<file path="config.mk">
export PLATFORM = sky130hd
export DESIGN_NAME = modular_exponentiation
export DESIGN_NICKNAME = d
export VERILOG_FILES = /design/src/rtl/modexp_pkg.sv /design/src/rtl/modexp_mulmod.sv /design/src/rtl/modular_exponentiation.sv
export SDC_FILE = /design/constraint.sdc
export NUM_CORES = 1
export LEC_CHECK = 0
export BUFFER_PORTS_ARGS = -buffer_cell sky130_fd_sc_hd__buf_2
export CORE_UTILIZATION = 50
export CTS_BUF_LIST = sky130_fd_sc_hd__clkbuf_16
export DETAILED_ROUTE_END_ITERATION = 10
export PLACE_DENSITY = 0.68
export SLEW_MARGIN = 0
export SYNTH_ARGS = -nofsm -noshare
export SYNTH_HDL_FRONTEND = slang
export SYNTH_SLANG_ARGS = --single-unit
</file>
<file path="constraint.sdc">
create_clock -name clk -period 6.7 [get_ports clk]
set_input_delay 1.005 -clock clk [delete_from_list [all_inputs] [get_ports clk]]
set_output_delay 1.005 -clock clk [all_outputs]
set_load 0.05 [all_outputs]
</file>
<file path="src/rtl/modexp_pkg.sv">
// Package for the modular exponentiation block.
// Holds the word widths, configuration register indexes, reset values and FSM state type.
// No dependencies.
package modexp_pkg;

    localparam int WORD_WIDTH = 32;
    localparam int EXP_WIDTH = 32;
    localparam int BIT_IDX_WIDTH = $clog2(EXP_WIDTH);
    localparam int MUL_CNT_WIDTH = $clog2(WORD_WIDTH);
    localparam int CFG_INDEX_WIDTH = 8;

    localparam logic [CFG_INDEX_WIDTH-1:0] CFG_MODULUS = 8'd0;
    localparam logic [CFG_INDEX_WIDTH-1:0] CFG_EXPONENT = 8'd1;

    localparam logic [WORD_WIDTH-1:0] MODULUS_RESET = 32'd12785039;
    localparam logic [WORD_WIDTH-1:0] EXPONENT_RESET = 32'd6553;

    typedef enum logic [4:0] {
        ST_IDLE   = 5'b00001,
        ST_STEP   = 5'b00010,
        ST_SQUARE = 5'b00100,
        ST_MULT   = 5'b01000,
        ST_FINISH = 5'b10000
    } state_t;

endpackage

</file>
<file path="src/rtl/modexp_mulmod.sv">
// Shared modular multiplier: interleaved shift-and-add, one multiplier bit per cycle.
// Depends on modexp_pkg for the word width and counter width.
module modexp_mulmod #(
    parameter int MOD_WIDTH = 32
) (
    input  logic                             clk,
    input  logic                             rst_n,
    input  logic                             start,
    input  logic [MOD_WIDTH-1:0]             op_a,
    input  logic [modexp_pkg::WORD_WIDTH-1:0] op_b,
    input  logic [MOD_WIDTH-1:0]             modulus,
    output logic                             done,
    output logic [MOD_WIDTH-1:0]             product
);

    logic                                 busy_reg, busy_next;
    logic                                 done_reg, done_next;
    logic [modexp_pkg::MUL_CNT_WIDTH-1:0] cnt_reg, cnt_next;
    logic [MOD_WIDTH-1:0]                 a_reg, a_next;
    logic [modexp_pkg::WORD_WIDTH-1:0]    b_reg, b_next;
    logic [MOD_WIDTH-1:0]                 r_reg, r_next;
    logic [MOD_WIDTH+1:0]                 sum;
    logic [MOD_WIDTH+1:0]                 n1;
    logic [MOD_WIDTH+1:0]                 n2;
    logic [MOD_WIDTH+1:0]                 reduced;

    // The remainder and op_a stay below the modulus, so the sum stays below three times it.
    always_comb
    begin
        n1 = {2'b00, modulus};
        n2 = {1'b0, modulus, 1'b0};
        sum = {1'b0, r_reg, 1'b0}
            + (b_reg[modexp_pkg::WORD_WIDTH-1] ? {2'b00, a_reg} : '0);
        if (sum >= n2)
        begin
            reduced = sum - n2;
        end
        else if (sum >= n1)
        begin
            reduced = sum - n1;
        end
        else
        begin
            reduced = sum;
        end
    end

    always_comb
    begin
        busy_next = busy_reg;
        done_next = 1'b0;
        cnt_next = cnt_reg;
        a_next = a_reg;
        b_next = b_reg;
        r_next = r_reg;
        if (start)
        begin
            busy_next = 1'b1;
            cnt_next = modexp_pkg::MUL_CNT_WIDTH'(modexp_pkg::WORD_WIDTH - 1);
            a_next = op_a;
            b_next = op_b;
            r_next = '0;
        end
        else if (busy_reg)
        begin
            r_next = reduced[MOD_WIDTH-1:0];
            b_next = {b_reg[modexp_pkg::WORD_WIDTH-2:0], 1'b0};
            cnt_next = cnt_reg - 1'b1;
            if (cnt_reg == '0)
            begin
                busy_next = 1'b0;
                done_next = 1'b1;
            end
        end
    end

    always_ff @(posedge clk or negedge rst_n)
    begin
        if (!rst_n)
        begin
            busy_reg <= 1'b0;
            done_reg <= 1'b0;
            cnt_reg <= '0;
        end
        else
        begin
            busy_reg <= busy_next;
            done_reg <= done_next;
            cnt_reg <= cnt_next;
        end
    end

    always_ff @(posedge clk)
    begin
        a_reg <= a_next;
        b_reg <= b_next;
        r_reg <= r_next;
    end

    assign done = done_reg;
    assign product = r_reg;

endmodule

</file>
<file path="src/rtl/modular_exponentiation.sv">
// Top level of the modular exponentiation block: configuration registers and sequencer.
// Depends on modexp_pkg and modexp_mulmod.
//
// Each base item is raised to the exponent register modulo the low MOD_WIDTH bits of the
// modulus register, scanning the exponent from its top bit. Leading zero exponent bits are
// skipped one by one in the step state. From the highest set bit down, every bit costs a
// modular square, and every set bit adds a modular multiply. The shared bit-serial
// multiplier handles one multiplier bit per cycle. A zero exponent or zero modulus goes
// straight from idle to the finish state. The block takes no new item while one is in
// progress, and it accepts the next item while a result waits. Configuration writes are
// always accepted and must be made only while the block is idle.
module modular_exponentiation #(
    parameter int MOD_WIDTH = 32
) (
    input  logic                                  clk,
    input  logic                                  rst_n,
    input  logic                                  in_valid,
    output logic                                  in_ready,
    input  logic [modexp_pkg::WORD_WIDTH-1:0]      base_value,
    output logic                                  out_valid,
    input  logic                                  out_ready,
    output logic [modexp_pkg::WORD_WIDTH-1:0]      power_result,
    input  logic                                  cfg_valid,
    output logic                                  cfg_ready,
    input  logic [modexp_pkg::CFG_INDEX_WIDTH-1:0] cfg_index,
    input  logic [modexp_pkg::WORD_WIDTH-1:0]      cfg_data
);

    modexp_pkg::state_t                   state_reg, state_next;
    logic [modexp_pkg::WORD_WIDTH-1:0]    modulus_reg, modulus_next;
    logic [modexp_pkg::WORD_WIDTH-1:0]    exponent_reg, exponent_next;
    logic [MOD_WIDTH-1:0]                 acc_reg, acc_next;
    logic [modexp_pkg::WORD_WIDTH-1:0]    base_reg, base_next;
    logic [modexp_pkg::BIT_IDX_WIDTH-1:0] bit_idx_reg, bit_idx_next;
    logic                                 started_reg, started_next;
    logic [modexp_pkg::WORD_WIDTH-1:0]    res_reg, res_next;
    logic                                 out_valid_reg, out_valid_next;
    logic [modexp_pkg::WORD_WIDTH-1:0]    power_result_reg, power_result_next;

    logic                                 mm_start;
    logic [MOD_WIDTH-1:0]                 mm_a;
    logic [modexp_pkg::WORD_WIDTH-1:0]    mm_b;
    logic                                 mm_done;
    logic [MOD_WIDTH-1:0]                 mm_product;
    logic [MOD_WIDTH-1:0]                 n;
    logic                                 ebit;

    assign n = modulus_reg[MOD_WIDTH-1:0];
    assign ebit = exponent_reg[bit_idx_reg];

    modexp_mulmod #(
        .MOD_WIDTH(MOD_WIDTH)
    ) u_mulmod (
        .clk(clk),
        .rst_n(rst_n),
        .start(mm_start),
        .op_a(mm_a),
        .op_b(mm_b),
        .modulus(n),
        .done(mm_done),
        .product(mm_product)
    );

    always_comb
    begin
        state_next = state_reg;
        modulus_next = modulus_reg;
        exponent_next = exponent_reg;
        acc_next = acc_reg;
        base_next = base_reg;
        bit_idx_next = bit_idx_reg;
        started_next = started_reg;
        res_next = res_reg;
        out_valid_next = out_valid_reg && !out_ready;
        power_result_next = power_result_reg;
        mm_start = 1'b0;
        mm_a = acc_reg;
        mm_b = modexp_pkg::WORD_WIDTH'(acc_reg);

        if (cfg_valid)
        begin
            if (cfg_index == modexp_pkg::CFG_MODULUS)
            begin
                modulus_next = cfg_data;
            end
            else if (cfg_index == modexp_pkg::CFG_EXPONENT)
            begin
                exponent_next = cfg_data;
            end
        end

        case (state_reg)
            modexp_pkg::ST_IDLE:
            begin
                if (in_valid)
                begin
                    base_next = base_value;
                    if (exponent_reg == '0)
                    begin
                        res_next = modexp_pkg::WORD_WIDTH'(1);
                        state_next = modexp_pkg::ST_FINISH;
                    end
                    else if (n == '0)
                    begin
                        res_next = '0;
                        state_next = modexp_pkg::ST_FINISH;
                    end
                    else
                    begin
                        acc_next = (n == MOD_WIDTH'(1)) ? '0 : MOD_WIDTH'(1);
                        bit_idx_next = modexp_pkg::BIT_IDX_WIDTH'(modexp_pkg::EXP_WIDTH - 1);
                        started_next = 1'b0;
                        state_next = modexp_pkg::ST_STEP;
                    end
                end
            end
            modexp_pkg::ST_STEP:
            begin
                if (!started_reg && !ebit)
                begin
                    if (bit_idx_reg == '0)
                    begin
                        res_next = modexp_pkg::WORD_WIDTH'(acc_reg);
                        state_next = modexp_pkg::ST_FINISH;
                    end
                    else
                    begin
                        bit_idx_next = bit_idx_reg - 1'b1;
                    end
                end
                else
                begin
                    started_next = 1'b1;
                    mm_start = 1'b1;
                    state_next = modexp_pkg::ST_SQUARE;
                end
            end
            modexp_pkg::ST_SQUARE:
            begin
                if (mm_done)
                begin
                    acc_next = mm_product;
                    if (ebit)
                    begin
                        mm_start = 1'b1;
                        mm_a = mm_product;
                        mm_b = base_reg;
                        state_next = modexp_pkg::ST_MULT;
                    end
                    else if (bit_idx_reg == '0)
                    begin
                        res_next = modexp_pkg::WORD_WIDTH'(mm_product);
                        state_next = modexp_pkg::ST_FINISH;
                    end
                    else
                    begin
                        bit_idx_next = bit_idx_reg - 1'b1;
                        state_next = modexp_pkg::ST_STEP;
                    end
                end
            end
            modexp_pkg::ST_MULT:
            begin
                if (mm_done)
                begin
                    acc_next = mm_product;
                    if (bit_idx_reg == '0)
                    begin
                        res_next = modexp_pkg::WORD_WIDTH'(mm_product);
                        state_next = modexp_pkg::ST_FINISH;
                    end
                    else
                    begin
                        bit_idx_next = bit_idx_reg - 1'b1;
                        state_next = modexp_pkg::ST_STEP;
                    end
                end
            end
            modexp_pkg::ST_FINISH:
            begin
                if (!out_valid_reg || out_ready)
                begin
                    out_valid_next = 1'b1;
                    power_result_next = res_reg;
                    state_next = modexp_pkg::ST_IDLE;
                end
            end
            default:
            begin
                state_next = modexp_pkg::ST_IDLE;
            end
        endcase
    end

    always_ff @(posedge clk or negedge rst_n)
    begin
        if (!rst_n)
        begin
            state_reg <= modexp_pkg::ST_IDLE;
            modulus_reg <= modexp_pkg::MODULUS_RESET;
            exponent_reg <= modexp_pkg::EXPONENT_RESET;
            bit_idx_reg <= '0;
            started_reg <= 1'b0;
            out_valid_reg <= 1'b0;
        end
        else
        begin
            state_reg <= state_next;
            modulus_reg <= modulus_next;
            exponent_reg <= exponent_next;
            bit_idx_reg <= bit_idx_next;
            started_reg <= started_next;
            out_valid_reg <= out_valid_next;
        end
    end

    always_ff @(posedge clk)
    begin
        acc_reg <= acc_next;
        base_reg <= base_next;
        res_reg <= res_next;
        power_result_reg <= power_result_next;
    end

    assign in_ready = (state_reg == modexp_pkg::ST_IDLE);
    assign cfg_ready = 1'b1;
    assign out_valid = out_valid_reg;
    assign power_result = power_result_reg;

endmodule
</file>
# Yosys cells after proc, flatten, opt, wreduce, memory -nomap -nowiden
# Index checks and enable logic that the tools add are counted.
[totals]
in_bits = 77
elab_cells = 139
reg_bits = 307
[classes]
n_reduce_logical = 26
bitwise = 1
add_sub_neg = 5
n_mux = 68
n_lt_le_gt_ge = 3
n_eq_ne = 20
[op_table]
columns = ["op", "n"]
rows = [
  ["$mux 32", 24],
  ["$pmux 32 s4", 1],
  ["$mux 5", 20],
  ["$logic_not 32->1", 2],
  ["$pmux 32 s2", 1],
  ["$sub 32x32->32", 2],
  ["$add 33x32->34", 1],
  ["$ge 34x32->1", 1],
  ["$ge 34x33->1", 1],
  ["$eq 32x1->1 const B", 1],
  ["$pmux 5 s5", 1],
  ["$pmux 5 s4", 1],
  ["$mux 1", 17],
  ["$ne 2x2->1 const B", 8],
  ["$reduce_and 8->1", 2],
  ["$reduce_and 5->1", 3],
  ["$logic_not 5->1", 2],
  ["$sub 5x1->5 const B", 2],
  ["$eq 8x1->1 const B", 1],
  ["$logic_not 8->1", 1],
  ["$lt 5x6->1 const B", 1],
  ["$ne 2x1->1 const B", 3],
  ["$reduce_and 2->1", 3],
  ["$reduce_bool 2->1", 3],
  ["other kinds (16)", 21],
]

# Depth between registers and ports, before layout
# Gate-level depths: netlist of run 1.
[depth]
ltp_word = 7
depth_mapped = 25
ltp_nobuf = 23

# Hierarchy
# Synthesis of run 1 repeated with hierarchy kept, for this count alone.
[unflattened]
cells_unflattened = 1621
hier_area_um2 = 18127.4
[by_module_without_submodules]
columns = ["mod", "cells_per_inst", "n_inst", "area_each_um2"]
rows = [
  ["modexp_mulmod", 1078, 1, 9469.1],
  ["modular_exponentiation", 543, 1, 8658.3],
]

# Worst setup path before layout of run 1
# Ideal clock, no wire load.
[synth_timing]
path_type = "register to register"
start = "register u_mulmod.b_reg[31] (netlist bit)"
end = "register u_mulmod.r_reg[7] (netlist: u_mulmod.product[7])"
setup_time_ns = 0.129
period_less_slack_ns = 5.144
n_path_buf = 2
arrival_ns = 5.015
required_ns = 6.571
stages_incl_launch_ff = 24
setup_slack_ns = 1.556
cell_sequence = "edfxtp_1 clkbuf_1 nand2_1 inv_1 ha_1 a211o_1 a21oi_1 a211oi_1 o311ai_0 nand2_1 a21oi_1 xnor2_1 ha_1 a21oi_1 a21oi_1 nor2_1 nor2_1 o31ai_1 a211oi_1 nor2_1 nand2_1 clkbuf_1 a211oi_1 o22ai_1"
[synth_via]
elab_chain_len = 5
[synth_rtl]
columns = ["item", "line_no", "rtl"]
rows = [
  ["start: declaration", "modexp_mulmod.sv:20", "logic [modexp_pkg::WORD_WIDTH-1:0] b_reg, b_next;"],
  ["start signal: assignment", "modexp_mulmod.sv:96", "b_reg <= b_next;"],
  ["$mux 32 (*)", "modexp_mulmod.sv:33", "+ (b_reg[modexp_pkg::WORD_WIDTH-1] ? {2'b00, a_reg} : '0);"],
  ["$add 33x32->34 (*)", "modexp_mulmod.sv:33", ""],
  ["$sub 32x32->32 or $ge 34x32->1 (tied branches)", "modexp_mulmod.sv:40, modexp_mulmod.sv:38", ""],
  ["$mux 32", "modexp_mulmod.sv:38", "else if (sum >= n1)"],
  ["$mux 32 (*)", "modexp_mulmod.sv:34", "if (sum >= n2)"],
  ["end signal: assignment", "modexp_mulmod.sv:97", "r_reg <= r_next;"],
  ["end: declaration", "modexp_mulmod.sv:21", "logic [MOD_WIDTH-1:0] r_reg, r_next;"],
]
# Mark *: on every way between the ends. The rest lies on a longest branch, timed or not.
# A chain may end at the register's enable or synchronous reset.

# Final worst setup path of run 1
[layout_timing]
start = "register u_mulmod.b_reg[31] (netlist bit)"
end = "register u_mulmod.r_reg[29] (netlist: u_mulmod.product[29])"
# Same word-level chain as after synthesis.

==> results of run 1 <==
[per-layer routing]
metal | up-vias | GRT usage | part of all wire
li1 | 6582 | - | -
met5 | - | 0 | 0
met2 | 408 | 0.404 | 0.44
met1 | 6622 | 0.360 | 0.46
met3 | 85 | 0.0466 | 0.062
met4 | 0 | 0.104 | 0.036
[layout by cell type, fill, tap and decap left out, drive strengths merged, types with 17 or more instances in the layout]
cell / n
dfxtp: 32
dfstp: 20
edfxtp: 192
buf: 134
xnor2: 60
ha: 98
a211oi: 28
mux2i: 45
nand4: 17
clkbuf: 35
a21o: 72
and2: 65
a31oi: 19
dfrtp: 63
o21ai: 135
nor3: 32
nand2: 237
mux2: 37
nand3: 32
inv: 91
xor2: 20
a21oi: 99
nor4: 23
nor2: 74
[how the worst min path moves through the flow]
stage                     slack, ns                    endpoint  cells past startpoint             startpoint
after floorplan                0.40   power_result[0]$_DFFE_PP_                      0   res_reg[0]$_DFFE_PP_
after global placement         0.40   power_result[0]$_DFFE_PP_                      0   res_reg[0]$_DFFE_PP_
after global routing           0.42   power_result[8]$_DFFE_PP_                      0   res_reg[8]$_DFFE_PP_
final                          0.42   power_result[8]$_DFFE_PP_                      0   res_reg[8]$_DFFE_PP_
after detailed placement       0.40  power_result[13]$_DFFE_PP_                      0  res_reg[13]$_DFFE_PP_
after CTS                      0.42   power_result[8]$_DFFE_PP_                      0   res_reg[8]$_DFFE_PP_
[where the power goes]
part	internal, mW	switching [mW]
Clock	1.12	0.803
Sequential	2.52	0.296
Combinational	1.70	2.97
[Yosys cell counts (6+ instances only)]
library cell / n
o21ai_0: 117
xnor2_1: 59
a21oi_1: 98
a21o_1: 72
o31a_1: 6
edfxtp_1: 192
nand3_1: 31
buf_2: 11
nand2_1: 236
a211oi_1: 25
xor2_1: 20
nor3_1: 30
and3_1: 7
o22ai_1: 8
dfstp_2: 20
o211ai_1: 10
nand2b_1: 12
a211o_1: 7
and2_1: 64
dfxtp_1: 32
inv_1: 76
o31ai_1: 12
nor2_1: 71
dfrtp_1: 63
o21ai_1: 18
mux4_2: 10
o21bai_1: 13
or2_2: 7
mux2_2: 36
a31oi_1: 18
clkbuf_1: 45
o21a_1: 12
nor2b_1: 13
ha_1: 98
nor4_1: 22
nand4_1: 17
mux2i_1: 45
[timing repair]
item / 4_1_cts / 5_1_grt
hold endpoints to repair: 0 / 0
setup endpoints to repair: 0 / 28
gates resized for setup: 0 / 2
[logic make-up (layout without fill, tap and decap cells)]
kind of cell | after synthesis | count (layout) | share of synthesized area
mux | 92 | 92 | 0.0612
other cells | 1 | 1 | 0.000210
buf+inv | 143 | 276 | 0.0329
compound gates | 474 | 474 | 0.172
xor+xnor | 80 | 80 | 0.0403
fa+ha+maj | 101 | 101 | 0.0720
flops | 307 | 307 | 0.477
simple gates | 536 | 536 | 0.145
[cell type report]
cell class                      count  area, µm²
Tap cell                          455        569
Multi-Input combinational cell   1284       8790
Fill cell                        2976      14700
Clock inverter                     29        283
Clock buffer                       35        876
Timing Repair Buffer              134        733
Inverter                           78        295
Sequential cell                   307       8510
[critical path, delay by kind of cell (launching register included)]
kind	cells	cell delay [ns]
adder cells (fa/ha/maj)	2	0.76
XOR/XNOR	1	0.51
multiplexers	1	0.27
buffers and inverters	2	0.58
AO/OA/AOI/OAI	9	2.26
AND/OR/NAND/NOR	7	1.28
flip-flops	1	0.51
[metrics by stage]
step / hold slack [ns] / area, µm² / utilization
2_1_floorplan: 0.400 / 17900 / -
3_3_place_gp: 0.403 / 18900 / 0.543
3_5_place_dp: 0.405 / 18900 / 0.543
4_1_cts: 0.418 / 20100 / 0.576
5_1_grt: 0.422 / 20100 / 0.576
6_report: 0.417 / 20100 / 0.576
==> summary.md, run 1 <==
| Metric | Value |
|---|---|
| Leakage | 8.94 nW |
| Longest Clk Path Bufs | 3 |
| # rows | 68 |
| Syn. warnings | 0 |
| First-pass DRT Iterations | 5 |
| Routability cong. | 0.965 |
| Starting Density | 0.513 |
| Asr flop ratio synth | 0.270 |
| Number of CTS-inserted buffers | 35 |
| Post-Syn Instances | 1734 |
| Endpoint class of the critical path | flip-flop |
| Total track usage | 0.260 |
| Fmax | 0.159 GHz |
| Post-synthesis sequential area ratio | 0.477 |
| Fin worst setup slack | 0.410 ns |
| Final Power | 9.41 mW |
| CP Max Fanout | 24 |
| Count of cell types in the netlist | 91 |
| Hold Fails Final Rpt | 0 |
| Yosys reg bits | 307 |
| Clock period minus worst slack | 6.29 ns |
| Final WL | 46800 µm |
| Share of layout cells above drive strength 1 | 0.155 |
| Worst path most repeated cell | nand2_1 |
| Syn avg cell area | 10.3 µm² |
| Chip height | 191 µm |
| R2r worst-path depth | 22 |
| Post-place setup slack | 0.543 ns |
| Count of final setup violators | 0 |
| Pwr/cell area | 469 mW/mm² |
| Hold_buf cts | 0 |
| Nets | 2018 |
| Input/output buffers | 110 |
| DR WL/cell | 20.2 µm |
| Reg2reg end | u_mulmod.product[29]$_SDFFE_PP0P_ |
| Post-Syn Area | 0.0179 mm² |
| Number of global-route vias before repair | 13400 |
| CTS clk-pin slew, worst paths | 0.06 ns |
| Crit path cell chain | buf_4 > and2_1 > ha_1 > and3_1 > nand4_1 > a211oi_1 > o311ai_1 > nand2_1 > a21oi_1 > xnor2_1 > ha_1 > nand2_1 > o21ai_0 > a211oi_1 > o21ai_0 > a211oi_2 > nand2_1 > a311oi_2 > nand3_2 > buf_4 > mux2_2 > o21ai_1 |
| Max-slew violation count | 0 |
| Largest net degree at the start of global routing | 92 |
| Crit-path slowest cell | a211oi_1 |
| Status | finished clean |
| Reg2Reg Setup Slack | 0.41 ns |
| CP endpoint | u_mulmod.product[29]$_SDFFE_PP0P_ |
| Area share of the largest cell type after synthesis | 0.323 |
| HPWL Detailed | 35200 µm |
| Setup TNS after final layout | 0 ns |
| Global-route wire length before repair | 73300 µm |
| Initial antenna violation count | 0 |
| RSZ-0062 raised after global routing | false |
| Vias per inst | 5.90 |
| EDFF count, synth | 192 |
| Worst Tran Pin Value | 1.09 ns |
| Worst setup SP type | flip-flop |
| # clock sinks | 307 |
| HP Class | flip-flop to flip-flop |
| Fin Clk Skew | 0.0247 ns |
| Initial DRC count | 1109 |
| CORE AREA | 0.0348 mm² |
| GRT overflow | 0 |
| Post-CTS Setup Bufs | 0 |
| Crit path largest cell delay | 0.59 ns |
| H-tree levels | 2 |
| Number of inserted diodes | 0 |
| Post-route DRC | 0 |
| Tcrit/Tclk final | 0.939 |
| Io pins | 112 |
| R2R Path Start | u_mulmod.b_reg[31]$_DFFE_PP_ |
| WP data arrival | 6.77 ns |
| Post-route antenna net violation count | 0 |
| Final Non-Filler Cells | 2322 |
| Clock insertion delay at the later pin of the skew report | 0.56 ns |
| Clock root buffer | clkbuf_16 |
| CP required | 7.18 ns |
| Vias | 13700 |
| Crit path kind | flip-flop to flip-flop |
| Post-Syn Nets | 1912 |
| Area grow syn2layout | 12.3% |
| CTS tree | built |
| Die Area | 0.0365 mm² |
| Area leader, netlist | edfxtp_1 |
| Critical path launch point | u_mulmod.b_reg[31]$_DFFE_PP_ |
| Placed cells | 2258 |
| VDD IR max | 0.000300 V |
| Die width | 191 µm |
| Synth Flop Type | edfxtp_1 |
| Synth top area cells | edfxtp_1 32%, dfrtp_1 8.8%, ha_1 6.9% |
| Max-Slew Margin vs Limit | 0.271 |
| Max Cap Violations | 0 |
(Power assumes the default switching activity.)
==> run 2, diff against run 1 <==
- BUFFER_PORTS_ARGS: -buffer_cell sky130_fd_sc_hd__buf_2 -> -buffer_cell sky130_fd_sc_hd__clkbuf_2
==> run 2 against run 1 <==
Against the previous run: count of clock-buffer cells in the layout is 3 higher; clock skew is 0.0030 ns lower; final area is 0.36% lower; worst setup slack better by 0.051 ns; wire length hardly changed; die area stayed put; cell count hardly changed; non-clock buffer count is 3 lower; first-iteration DRC count is 2.8% lower; sequential share of layout area is 0.15 points higher; sequential power hardly changed; critical path type unchanged; highest routed layer unchanged.
==> summary.md, run 2 (same netlist as run 1, synthesis figures left out) <==
| Metric | Value |
|---|---|
| Status | finished clean |
| Fill cell count | 2935 |
| Storage cell area | 0.00851 mm² |
| Hold_sp | res_reg[10]$_DFFE_PP_ |
| Final Power | 9.30 mW |
| CTS tree | built |
| HPWL Detailed | 35100 µm |
| Input/output buffers | 110 |
| Max-slew violation count | 0 |
| CORE AREA | 0.0348 mm² |
| Fin Clk Skew | 0.0216 ns |
| Pwr/cell area | 465 mW/mm² |
| Clock insertion delay at the later pin of the skew report | 0.55 ns |
| Number of global-route vias before repair | 13400 |
| Longest Clk Path Bufs | 3 |
| # clock sinks | 307 |
| RSZ-0062 raised after global routing | false |
| GRT overflow | 0 |
| Nets | 2016 |
| Global-route wire length before repair | 73400 µm |
| Multi-input gate area | 0.00879 mm² |
| Die width | 191 µm |
| CTS clk-pin slew, worst paths | 0.06 ns |
| Reg2Reg Setup Slack | 0.46 ns |
| Clock Power Share | 0.198 |
| Fin worst setup slack | 0.461 ns |
| Initial antenna violation count | 0 |
| Hold Path End | power_result[10]$_DFFE_PP_ |
| Largest net degree at the start of global routing | 88 |
| Worst Hold Depth | 0 |
| Post-CTS Setup Bufs | 0 |
| Hold Fails Final Rpt | 0 |
| Sw Share | 0.433 |
| Die Area | 0.0365 mm² |
| P_int | 5.27 mW |
| Count of final setup violators | 0 |
| Sw Pwr | 4.03 mW |
| Chip height | 191 µm |
| Setup TNS after final layout | 0 ns |
| R2r worst-path depth | 22 |
| # rows | 68 |
| CP Max Fanout | 24 |
| Worst Tran Pin Value | 1.12 ns |
| Area grow syn2layout | 11.9% |
| Max-Slew Margin vs Limit | 0.254 |
| Fmax | 0.160 GHz |
| Reg2reg end | u_mulmod.product[19]$_SDFFE_PP0P_ |
| Critical path launch point | u_mulmod.b_reg[31]$_DFFE_PP_ |
| Clock period minus worst slack | 6.24 ns |
| R2R Path Start | u_mulmod.b_reg[31]$_DFFE_PP_ |
| Post-route antenna net violation count | 0 |
| Tcrit/Tclk final | 0.931 |
| Vias per inst | 5.93 |
| Total track usage | 0.261 |
| Io pins | 112 |
| Most frequent cells in the layout | 235 x nand2_1, 192 x edfxtp_1, 117 x o21ai_0, 109 x clkbuf_2 |
| Starting Density | 0.513 |
| WP data arrival | 6.62 ns |
| Commonest non-fill, non-tap cell in the layout | nand2_1 |
| Share of layout cells above drive strength 1 | 0.153 |
| Vias | 13800 |
| Hold_buf cts | 0 |
| Final WL | 46800 µm |
| Number of inserted diodes | 0 |
| Initial DRC count | 1078 |
| Post-route DRC | 0 |
| Worst setup SP type | flip-flop |
| Cts repair resizes | 0 |
| Max Cap Violations | 0 |
| HP Class | flip-flop to flip-flop |
| Endpoint class of the critical path | flip-flop |
| Number of CTS-inserted buffers | 36 |
| H-tree levels | 2 |
| Post-place setup slack | 0.657 ns |
| Routability cong. | 0.965 |
| First-pass DRT Iterations | 6 |
| Logic gate share of total power | 0.499 |
| CP required | 7.08 ns |
| Crit path kind | flip-flop to flip-flop |
| Sequential share of power | 0.303 |
| DR WL/cell | 20.2 µm |
| Clock root buffer | clkbuf_16 |
| VDD IR max | 0.000245 V |
| Leakage | 8.96 nW |
-- run 2: how the worst max path moves through the flow --
stage | depth (start not counted) | slack [ns] | endpoint
floorplan | 23 | 1.56 | u_mulmod.product[7]$_SDFFE_PP0P_
global placement | 22 | 0.82 | u_mulmod.product[19]$_SDFFE_PP0P_
detailed placement | 22 | 0.66 | u_mulmod.product[19]$_SDFFE_PP0P_
CTS | 22 | 0.61 | u_mulmod.product[19]$_SDFFE_PP0P_
global route | 22 | 0.06 | u_mulmod.product[2]$_SDFFE_PP0P_
finish | 22 | 0.46 | u_mulmod.product[19]$_SDFFE_PP0P_
-- run 2: routing by layer --
metal  GRT usage  up-vias  part of all wire
li1            -     6586                 -
met1       0.365     6626              0.45
met2       0.404      472              0.45
met3      0.0475       80             0.070
met4      0.0905        0             0.031
met5           0        -                 0
-- run 2: final cells by class --
| cell class | instances | share of cell area |
|---|---|---|
| Multi-Input combinational cell | 1284 | 0.440 |
| Sequential cell | 307 | 0.426 |
| Clock buffer | 38 | 0.0476 |
| Timing Repair Buffer | 131 | 0.0356 |
| Tap cell | 455 | 0.0285 |
| Inverter | 78 | 0.0148 |
| Clock inverter | 27 | 0.00814 |
-- run 2: worst max-delay path, stage by stage (launching register included) --
cell	delay [ns]
edfxtp_1	0.49
buf_4	0.25
and2_1	0.16
ha_1	0.36
and3_1	0.26
nand4_1	0.11
a211oi_1	0.56
o311ai_0	0.29
nand2_1	0.12
a21oi_1	0.08
xnor2_1	0.47
ha_1	0.41
a21oi_1	0.34
a21oi_1	0.12
nor2_1	0.15
nor2_1	0.06
o31ai_1	0.55
a211oi_1	0.25
nor2_1	0.16
buf_4	0.15
nand2_1	0.11
nor2_1	0.48
a2111oi_2	0.14
-- run 2: stage by stage --
| step | util | instance area (µm²) | hold slack [ns] | cells |
|---|---|---|---|---|
| finish | 0.574 | 20000 | 0.410 | 2320 |
| detailed placement | 0.542 | 18900 | 0.405 | 2255 |
| floorplan | - | 17900 | 0.400 | 1734 |
| global route | 0.574 | 20000 | 0.422 | 2320 |
| global placement | 0.542 | 18900 | 0.401 | 2255 |
| CTS | 0.574 | 20000 | 0.413 | 2320 |
-- run 2: power by group through the flow --
| stage | logic [mW] | registers [mW] | clock network, mW |
|---|---|---|---|
| finish | 4.64 | 2.82 | 1.84 |
| global route | 5.02 | 2.86 | 1.95 |
| CTS | 4.52 | 2.82 | 1.87 |
| detailed placement | 4.50 | 2.85 | 0 |
| global placement | 4.42 | 2.84 | 0 |
| floorplan | 3.22 | 2.77 | 0 |
==> run 3, diff against run 2 <==
- ABC_AREA: default -> 1
- PLACE_DENSITY: 0.68 -> 0.67
- clock period: 6.7 -> 6.3 ns (I/O delays scaled with it)
==> run 3 against run 2 <==
Against the previous run: critical path depth rose by 6; critical path type unchanged; largest cell class unchanged; via count rose by 22%; critical endpoint is now u_mulmod.product[11]$_SDFFE_PP0P_; fmax rose by 13%; hold slack improved by 0.0038 ns; wire length rose by 22%; die area rose by 8.7%; first-iteration DRC count rose by 23%.
==> summary.md, run 3 <==
| Metric | Value |
|---|---|
| Status | finished clean |
| WP data arrival | 5.92 ns |
| Post-synthesis sequential area ratio | 0.438 |
| Yosys reg bits | 307 |
| Total track usage | 0.293 |
| Io pins | 112 |
| R2R Path Start | u_mulmod.b_reg[31]$_DFFE_PP_ |
| Crit-path slowest cell | edfxtp_1 |
| Setup TNS after final layout | 0 ns |
| Area grow syn2layout | 10.4% |
| Clock root buffer | clkbuf_16 |
| Initial DRC count | 1321 |
| Worst Tran Pin Value | 1.17 ns |
| Crit path largest cell delay | 0.51 ns |
| Input/output buffers | 110 |
| DR WL/cell | 18.3 µm |
| CP required | 6.71 ns |
| Count of final setup violators | 0 |
| Area share of the largest cell type after synthesis | 0.297 |
| Worst path most repeated cell | nand2_1 |
| Post-synth top cells | 579 x nand2_1, 389 x inv_1, 230 x nor2_1, 206 x o21ai_0, 192 x edfxtp_1 |
| Synth Flop Type | edfxtp_1 |
| Most frequent cells in the layout | 579 x nand2_1, 394 x inv_1, 227 x nor2_1, 206 x o21ai_0, 192 x edfxtp_1 |
| Endpoint class of the critical path | flip-flop |
| Worst setup SP type | flip-flop |
| Longest Clk Path Bufs | 3 |
| Syn. warnings | 0 |
| Global-route wire length before repair | 88800 µm |
| Fill cell count | 3608 |
| Vias per inst | 5.42 |
| Reg2reg end | u_mulmod.product[11]$_SDFFE_PP0P_ |
| Final WL | 56900 µm |
| Cts repair resizes | 0 |
| Fin Clk Skew | 0.0213 ns |
| Hold_buf cts | 0 |
| R2r worst-path depth | 28 |
| Asr flop ratio synth | 0.270 |
| Die Area | 0.0397 mm² |
| Number of CTS-inserted buffers | 35 |
| H-tree levels | 2 |
| Largest net degree at the start of global routing | 98 |
| Vias | 16800 |
| First-pass DRT Iterations | 7 |
| # rows | 71 |
| Initial antenna violation count | 1 |
| Max Cap Violations | 0 |
| # clock sinks | 307 |
| Routability cong. | 1.02 |
| Clock period minus worst slack | 5.51 ns |
| Crit path kind | flip-flop to flip-flop |
| Nets | 2746 |
| Syn avg cell area | 7.84 µm² |
| Hold Fails Final Rpt | 0 |
| Number of global-route vias before repair | 16200 |
| Max-Slew Margin vs Limit | 0.220 |
| Commonest non-fill, non-tap cell in the layout | nand2_1 |
| Critical path launch point | u_mulmod.b_reg[31]$_DFFE_PP_ |
| Synth top area cells | edfxtp_1 30%, nand2_1 11%, dfrtp_1 8.1% |
| Post-route antenna net violation count | 0 |
| Fmax | 0.182 GHz |
| CP endpoint | u_mulmod.product[11]$_SDFFE_PP0P_ |
| Die width | 199 µm |
| Tcrit/Tclk final | 0.874 |
| EDFF count, synth | 192 |
| Post-CTS Setup Bufs | 0 |
| Reg2Reg Setup Slack | 0.79 ns |
| HP Class | flip-flop to flip-flop |
| CORE AREA | 0.0379 mm² |
| Chip height | 199 µm |
| Post-Syn Nets | 2656 |
| Most frequent cell after synthesis | nand2_1 |
| HPWL Detailed | 44500 µm |
| Area leader, netlist | edfxtp_1 |
| Max-slew violation count | 0 |
| Starting Density | 0.512 |
| Number of inserted diodes | 0 |
| Share of layout cells above drive strength 1 | 0.102 |
| CTS tree | built |
| Count of cell types in the netlist | 53 |
| Clock insertion delay at the later pin of the skew report | 0.55 ns |
| GRT overflow | 0 |
| CTS clk-pin slew, worst paths | 0.07 ns |
| Post-route DRC | 0 |
| Post-Syn Area | 0.0194 mm² |
| Post-Syn Instances | 2478 |
| Worst Hold Depth | 0 |
| CP Max Fanout | 24 |
| RSZ-0062 raised after global routing | false |
run 3: changes by cell type in the layout (fill, tap and decap cells not counted), sizes merged, moves of 28 or more:
cell,before,now
a211oi,28,0
a21o,72,9
a21oi,99,159
and2,65,0
inv,93,402
mux2,37,0
mux2i,45,0
nand2,237,591
nand3,32,121
nor2,74,232
o21ai,135,263
o22ai,8,36
xnor2,60,20
xor2,20,48
run 3: cells by family after synthesis:
family          count (synthesis)  synth area share
compound gates                506             0.144
xor+xnor                       68            0.0306
fa+ha+maj                     101            0.0662
simple gates                 1031             0.224
other cells                     1          0.000193
buf+inv                       464            0.0968
flops                         307             0.438
run 3: worst max-delay path, delay by kind of cell, from the launching register on:
family	cells	cell delay, ns
AND/OR/NAND/NOR	16	2.53
buffers and inverters	6	1.03
adder cells (fa/ha/maj)	2	0.71
flip-flops	1	0.51
AO/OA/AOI/OAI	3	0.41
XOR/XNOR	1	0.18
run 3: worst min path at each step:
stage	from	endpoint
after global routing	res_reg[0]$_DFFE_PP_	power_result[0]$_DFFE_PP_
after detailed placement	res_reg[19]$_DFFE_PP_	power_result[19]$_DFFE_PP_
final	res_reg[1]$_DFFE_PP_	power_result[1]$_DFFE_PP_
after CTS	res_reg[18]$_DFFE_PP_	power_result[18]$_DFFE_PP_
after global placement	res_reg[24]$_DFFE_PP_	power_result[24]$_DFFE_PP_
after floorplan	res_reg[0]$_DFFE_PP_	power_result[0]$_DFFE_PP_
run 3: per-stage QoR:
stage / setup slack, ns / instances / hold WS (ns) / instance area (µm²) / util
after global placement: 0.832 / 3042 / 0.402 / 20400 / 0.537
after floorplan: 2.21 / 2478 / 0.400 / 19400 / -
after global routing: 0.305 / 3104 / 0.422 / 21500 / 0.566
after detailed placement: 0.895 / 3042 / 0.405 / 20400 / 0.537
final: 0.791 / 3104 / 0.414 / 21500 / 0.566
after CTS: 0.865 / 3104 / 0.407 / 21500 / 0.566
run 3: cell type report:
class | instances | area (µm²) | share of cell area
clock buffers | 35 | 876 | 0.0408
repair buffers | 122 | 643 | 0.0300
well taps | 511 | 639 | 0.0298
clock inverters | 27 | 196 | 0.00916
multi-input cells | 1707 | 9100 | 0.424
flip-flops and latches | 307 | 8510 | 0.397
inverters | 395 | 1490 | 0.0695
run 3: layer usage:
layer	routed length, µm	vias up	GRT usage	share of wire
met5	0	-	0	0
met3	3590	85	0.0311	0.063
met1	26500	7807	0.415	0.46
met2	25100	566	0.468	0.44
met4	1750	0	0.0991	0.031
li1	-	8361	-	-
Power of run 3 is not shown: default switching activity piles up to over one toggle a cycle in this logic, so the estimate is an artifact.
